[config.mk]
export PLATFORM = sky130hd
export DESIGN_NAME = ttw_ctrl
export DESIGN_NICKNAME = d
export VERILOG_FILES = /design/src/design/ttw_pkg.sv /design/src/design/ttw_ctrl.sv
export SDC_FILE = /design/constraint.sdc
export NUM_CORES = 1
export LEC_CHECK = 0
export ABC_AREA = 1
export BUFFER_PORTS_ARGS = -buffer_cell sky130_fd_sc_hd__buf_2
export CORE_UTILIZATION = 42
export CTS_BUF_LIST = sky130_fd_sc_hd__clkbuf_8
export DETAILED_ROUTE_END_ITERATION = 8
export GPL_TIMING_DRIVEN = 0
export PLACE_DENSITY_LB_ADDON = 0.12
export SLEW_MARGIN = 20
export SYNTH_ARGS = -nofsm -noshare
export SYNTH_HDL_FRONTEND = slang
export SYNTH_SLANG_ARGS = --single-unit
[constraint.sdc]
create_clock -name clk -period 1.9 [get_ports clk]
set_input_delay 0.19 -clock clk [delete_from_list [all_inputs] [get_ports clk]]
set_output_delay 0.19 -clock clk [all_outputs]
set_load 0.005 [all_outputs]
[src/design/ttw_pkg.sv]
// Package for the idle-timeout timing wheel: action and result codes,
// controller states, and the command/status structs between control and datapath.
// No dependencies.
`default_nettype none

package ttw_pkg;

	localparam int ACTION_W = 2;
	localparam int ID_W     = 10;
	localparam int STATUS_W = 2;
	localparam int SLOT_W   = 6;
	localparam int COUNT_W  = 11;

	localparam logic [SLOT_W-1:0]  SLOT_TOP_RST = 6'd15;
	localparam logic [COUNT_W-1:0] COUNT_MAX    = 11'd2047;

	typedef enum logic [1:0] {
		ACT_INSERT,
		ACT_TOUCH,
		ACT_REMOVE,
		ACT_TICK
	} act_t;

	typedef enum logic [1:0] {
		RES_DONE,
		RES_DUP,
		RES_ABSENT
	} res_t;

	typedef enum logic [2:0] {
		CTL_CLEAR,
		CTL_IDLE,
		CTL_LOOK,
		CTL_DEC,
		CTL_INC,
		CTL_TICK,
		CTL_HOLD
	} ctl_state_t;

	// count memory read address source
	typedef enum logic [1:0] {
		CA_PREV,
		CA_CUR,
		CA_MAP,
		CA_NEXT
	} cnt_sel_t;

	typedef struct packed {
		logic     clr;      // clearing sweep step
		logic     accept;   // capture request, read id map
		logic     adv;      // tick: advance wheel pointers
		logic     map_wr;
		logic     map_set;  // 1: write valid entry, 0: drop entry
		logic     map_cur;  // slot for a valid entry: current (1) or previous (0)
		logic     cnt_rd;
		cnt_sel_t cnt_sel;
		logic     cnt_dec;
		logic     cnt_inc;
		logic     fin;      // result ready this cycle
		res_t     res;
		logic     tick_res;
		logic     push;     // move held result into output register
	} ttw_cmd_t;

	typedef struct packed {
		logic clr_last;
		logic out_free;
		logic id_ok;
		logic hit;
		logic in_prev;
		logic in_cur;
	} ttw_sts_t;

endpackage

`default_nettype wire

[src/design/ttw_ctrl.sv]
// Controller of the timing wheel: sequences clear sweep, map lookup,
// count read-modify-write and result hand-off. Uses ttw_pkg.
`default_nettype none

module ttw_ctrl (
	input  logic                          clk,
	input  logic                          arst_n,
	input  logic                          in_valid,
	input  logic [ttw_pkg::ACTION_W-1:0]  action,
	input  ttw_pkg::ttw_sts_t             sts,
	output logic                          in_stall,
	output ttw_pkg::ttw_cmd_t             cmd
);
	import ttw_pkg::*;

	ctl_state_t state_q, state_nxt;
	act_t       act_q;

	always_ff @(posedge clk or negedge arst_n) begin
		if (!arst_n) begin
			state_q <= CTL_CLEAR;
		end else begin
			state_q <= state_nxt;
		end
	end

	always_ff @(posedge clk) begin
		if (cmd.accept) begin
			act_q <= act_t'(action);
		end
	end

	assign in_stall = (state_q != CTL_IDLE);

	always_comb begin
		state_nxt   = state_q;
		cmd         = '0;
		cmd.cnt_sel = CA_PREV;
		cmd.res     = RES_DONE;
		unique case (state_q)
			CTL_CLEAR: begin
				cmd.clr = 1'b1;
				if (sts.clr_last) begin
					state_nxt = CTL_IDLE;
				end
			end
			CTL_IDLE: begin
				if (in_valid) begin
					cmd.accept = 1'b1;
					if (act_t'(action) == ACT_TICK) begin
						cmd.adv     = 1'b1;
						cmd.cnt_rd  = 1'b1;
						cmd.cnt_sel = CA_NEXT;
						state_nxt   = CTL_TICK;
					end else begin
						state_nxt = CTL_LOOK;
					end
				end
			end
			CTL_TICK: begin
				cmd.fin      = 1'b1;
				cmd.tick_res = 1'b1;
			end
			CTL_LOOK: begin
				if (!sts.id_ok) begin
					cmd.fin = 1'b1;
					cmd.res = RES_ABSENT;
				end else begin
					unique case (act_q)
						ACT_INSERT: begin
							if (sts.hit) begin
								cmd.fin = 1'b1;
								cmd.res = RES_DUP;
							end else begin
								cmd.map_wr  = 1'b1;
								cmd.map_set = 1'b1;
								cmd.cnt_rd  = 1'b1;
								cmd.cnt_sel = CA_PREV;
								state_nxt   = CTL_INC;
							end
						end
						ACT_TOUCH: begin
							if (!sts.hit) begin
								cmd.fin = 1'b1;
								cmd.res = RES_ABSENT;
							end else if (sts.in_prev || sts.in_cur) begin
								// nothing moves
								cmd.fin = 1'b1;
							end else begin
								cmd.map_wr  = 1'b1;
								cmd.map_set = 1'b1;
								cmd.map_cur = 1'b1;
								cmd.cnt_rd  = 1'b1;
								cmd.cnt_sel = CA_MAP;
								state_nxt   = CTL_DEC;
							end
						end
						ACT_REMOVE: begin
							if (!sts.hit) begin
								cmd.fin = 1'b1;
								cmd.res = RES_ABSENT;
							end else begin
								cmd.map_wr  = 1'b1;
								cmd.cnt_rd  = 1'b1;
								cmd.cnt_sel = CA_MAP;
								state_nxt   = CTL_DEC;
							end
						end
						default: begin
							cmd.fin = 1'b1;
						end
					endcase
				end
			end
			CTL_DEC: begin
				cmd.cnt_dec = 1'b1;
				if (act_q == ACT_TOUCH) begin
					cmd.cnt_rd  = 1'b1;
					cmd.cnt_sel = CA_CUR;
					state_nxt   = CTL_INC;
				end else begin
					cmd.fin = 1'b1;
				end
			end
			CTL_INC: begin
				cmd.cnt_inc = 1'b1;
				cmd.fin     = 1'b1;
			end
			CTL_HOLD: begin
				if (sts.out_free) begin
					cmd.push  = 1'b1;
					state_nxt = CTL_IDLE;
				end
			end
			default: begin
				state_nxt = CTL_IDLE;
			end
		endcase
		if (cmd.fin) begin
			state_nxt = sts.out_free ? CTL_IDLE : CTL_HOLD;
		end
	end

endmodule

`default_nettype wire

# == Word-level counts from Yosys, hierarchy flattened ==
# Index checks and enable logic that the tools add are counted.
# totals
elab_cells,78
ff_bits,5
# op_classes
n_eq_ne,21
mux,50
reduce_logical,5
# ops
operator,n
3-bit two-way mux,21
3-bit case mux with 3 select lines,3
6-bit two-way mux,3
3-bit case mux with 6 select lines,1
4-bit inequality test (second input constant),4
3-bit inequality test (second input constant),5
1-bit two-way mux,12
11-bit AND reduction,1
2-bit two-way mux,5
3-bit == test (second input constant),3
1-bit case mux with 3 select lines,3
3-bit by 2-bit == test with 1-bit output (second input constant),2
2-bit case mux with 3 select lines,1
5-bit by 3-bit inequality test with 1-bit output (second input constant),1
2-bit == test (second input constant),2
3-bit by 1-bit == test with 1-bit output (second input constant),1
3-bit zero test,1
3-bit by 1-bit inequality test with 1-bit output (second input constant),1
2-bit by 1-bit == test with 1-bit output (second input constant),1
2-bit zero test,1
2-bit by 1-bit inequality test with 1-bit output (second input constant),1
1-bit case mux with 2 select lines,1
2-bit OR reduction,1
1-bit logical OR,1

# == Longest topological paths before layout ==
# logic_depth
depth_word,8
ltp_mapped,11

# == Least setup slack after synthesis ==
# Ideal clock, no wire load.
# synth_path
path_kind,flip-flop to output port
startpoint,register state_q[1]
endpoint,output cmd[9] (netlist name)
path_slack_ns,0.472
stages_incl_launch_ff,11
arrival_ns,1.238
n_path_buf,1
path_cell_list,dfrtp_1 > buf_4 > inv_1 > nand3_2 > inv_2 > nand3_2 > nor2_2 > inv_1 > nand2_1 > nand2_1 > o21ai_0
# synth_rtl
element,line_no,text
start: declaration,ttw_ctrl.sv:16,"ctl_state_t state_q, state_nxt;"
start signal: assignment,ttw_ctrl.sv:23,state_q <= state_nxt;
end: declaration,ttw_ctrl.sv:12,output ttw_pkg::ttw_cmd_t cmd

==> reports/metrics.yaml <==
timing:
  fmax_ghz: 0.567
  tns_ps: 0
  finalCriticalPeriod_ps: 1760
  worst_hold_slack_ps: 211
  finalHoldViolations: 0
  final_max_slew_viol_count: 0
  slew_headroom_pct: 85.3
  fin_crit_sh_pct: 92.8
  worst_pin_slew_ps: 220
  skew_ps: 0.750
  setup_violations: 0
finish:
  diodes: 0
  final_util_pct: 63.5
  nets: 170
  drive_gt1_share_pct: 33.6
  area_growth_pct: 36.4
floorplanning:
  fp.dieW_microns: 43.6
  num_rows: 14
  die_y_microns: 43.6
  core_area_sq_um: 1560
  die-area_sq_um: 1900
  start_util_pct: 46.5
  ios: 28
detailed_routing:
  drt-met1-wl_microns: 784
  wl_met2_microns: 846
  vias_per_cell: 5.23
  highest_layer: "met4"
  wl_microns: 1750
  routed-wl-met3_microns: 101
  drc: 2
  firstDrtPassIters: 7
  vias: 878
  ant_nets: 0
  drt-wirelength-per-cell_microns: 10.4
  drt_iter0_drc: 25
synthesis:
  synthesis.nets: 136
  syn_inst: 119
  synth_compound_area_share_pct: 9.14
  ys_types: 21
  synth_warnings: 0
  syn-cell-area_sq_um: 726
  yosysSeqAreaShare_pct: 18.6
  synth_top_family_by_area: "simple AND/OR/NAND/NOR gates"
  synth_simple_gate_area_share_pct: 49.5
  synth_area_per_cell_sq_um: 6.10
  synthXorXnorAreaFrac_pct: 0
  synth_seq_cells: 5
  synth_adder_area_share_pct: 10.3
  muxShareOfSynthArea_pct: 0
setup_path:
  reg2regPathDepth: 12
  rr_startpoint: "act_q[0]"
  slowest_stage: "dfrtp_1"
  r2r_slack_ps: 250
  cp_cell_sequence: "buf_6, inv_4, nand3_4, inv_4, nand3_4, nor2_2, inv_1, nand2_1, nand2_1, o21ai_0, buf_2"
  r2r_end: "state_q[1]"
  worstPathArrival_ps: 1570
  path_buf_inv: 5
  startpoint_type: "flop"
  end_kind: "output port"
  crit_type: "reg -> out"
  worstPathMaxFanout: 9
  cp.required_ps: 1710
  timing.critical_path.max_delay_family: "buffers and inverters"
  slowest_delay_ps: 380
worst_hold_path:
  min_from: "action[0]"
  min_path_cells: 1
  holdPathEnd: "act_q[0]"
  hold_path_class: "in -> reg"
clocking:
  htreeDepth: 1
  cts_buffers: 3
  cts_tree: "built"
  cts.sinks: 5
  cts_root_buf: "clkbuf_8"
  clock_latency_ps: 220
  clock_path_buffers: 2
  cts.clk_slew.worst_paths_ps: 30
power_and_ir_drop:
  p_leak_nw: 0.591
  ir_worst_vdd_uv: 667
  p_per_area_nw_per_um2: 1070
grt:
  antenna_found_initial: 0
  grt_pass1_vias: 754
  grt_pass1_wl_microns: 3000
  grt_overflow: 0
  grt_usage_pct: 21.2
  grt_max_degree: 10
status:
  status: "finished, violations left"
  violations: "DRC"
place:
  gp_congestion: 0.848
  hpwl_microns: 1400
  io_buffers: 27
job:
  maxCapViolCount: 0
## cells in the mapped netlist
master	instances	share of area [%]
nor2_4	1	1.6
o21ai_0	6	4.1
dfrtp_1	3	10
nor2_1	12	6.2
nand2_4	2	3.1
inv_1	19	9.8
a21oi_2	1	1.2
a21oi_1	4	2.8
nand2_2	1	0.86
nand4_1	1	0.86
nand3_1	11	7.6
o21bai_1	1	1.0
buf_4	1	1.0
nor3_1	5	3.4
inv_2	3	1.6
nand2_1	34	18
nor2_2	2	1.7
edfxtp_1	2	8.3
nand3_4	1	2.4
ha_1	6	10
nand3_2	3	4.1
## power by group
| group | internal, mW | switching [mW] |
|---|---|---|
| Clock | 0.138 | 0.0493 |
| Sequential | 0.151 | 0.0591 |
| Combinational | 0.250 | 0.406 |
| Total | 0.540 | 0.515 |
## per-layer routing
metal	global-route usage, %	vias to the layer above
met5	0	-
met4	10.0	0
met3	4.58	2
met2	31.9	31
met1	28.6	398
li1	-	447
## worst register-to-register path, stage by stage (launching register included)
cell      delay, ps
edfxtp_1        440
inv_1           110
ha_1            220
nand2_1          70
nand3_1          80
nand2_1          80
nand3_4         110
nand2_4          50
buf_4           160
nand2_1          60
nand2_1          50
nand2_1          50
nand2_1          50
## area by class of cell
type / instances / area (sq um)
buffer: 1 / 11.3
clock buffer: 3 / 41.3
clock inverter: 1 / 3.75
fill: 152 / 569
inverter: 22 / 92.6
multi-input combinational: 91 / 531
sequential: 5 / 138
tap: 16 / 20.0
timing repair buffer: 29 / 153
## per-stage QoR
step                total power [mW]  std cells  cell area, sq um  setup WS (ps)
CTS                            0.998        167               936           6.69
global placement               0.787        162               881            262
floorplan                      0.636        119               726            472
detailed placement             0.803        162               881            246
global route                    1.17        168               990          -4.40
finish                          1.05        168               990            137
## registers in the layout (all words and copies together), names as in the netlist
name / cells
act_q: 2
state_q: 3
## layout by cell type, fill, tap and decap left out, types with 3 or more instances in the layout
master and instances:
nor2_2 3, nand3_1 11, nand3_4 3, ha_1 5, clkbuf_8 3, inv_1 19, nor3_1 5, nand2_1 34
nor2_1 11, buf_2 27, o21ai_0 5, a21oi_1 4
## timing repair
| item | 4_1_cts | 5_1_grt |
|---|---|---|
| setup endpoints to repair | 0 | 5 |
| endpoints found under the hold margin | 3 | 0 |
| setup buffers | 0 | 1 |
| resized for setup | 0 | 14 |
| hold buffers | 1 | 0 |
## how the worst max path moves through the flow
stage | cells past startpoint | end | start
after floorplan | 10 | cmd[9] | state_q[1]
after global placement | 8 | cmd[9] | state_q[2]
after global routing | 8 | cmd[9] | state_q[2]
after detailed placement | 8 | cmd[9] | state_q[2]
final | 11 | cmd[9] | state_q[1]
after CTS | 8 | cmd[9] | state_q[2]
## kinds of logic after synthesis
kind of cell | after synthesis
buffers and inverters | 23
adders and majority gates | 6
and+or+nand+nor | 73
DFF | 5
AOI/OAI and AO/OA | 12
No activity file was read; power rests on OpenSTA's default activity.
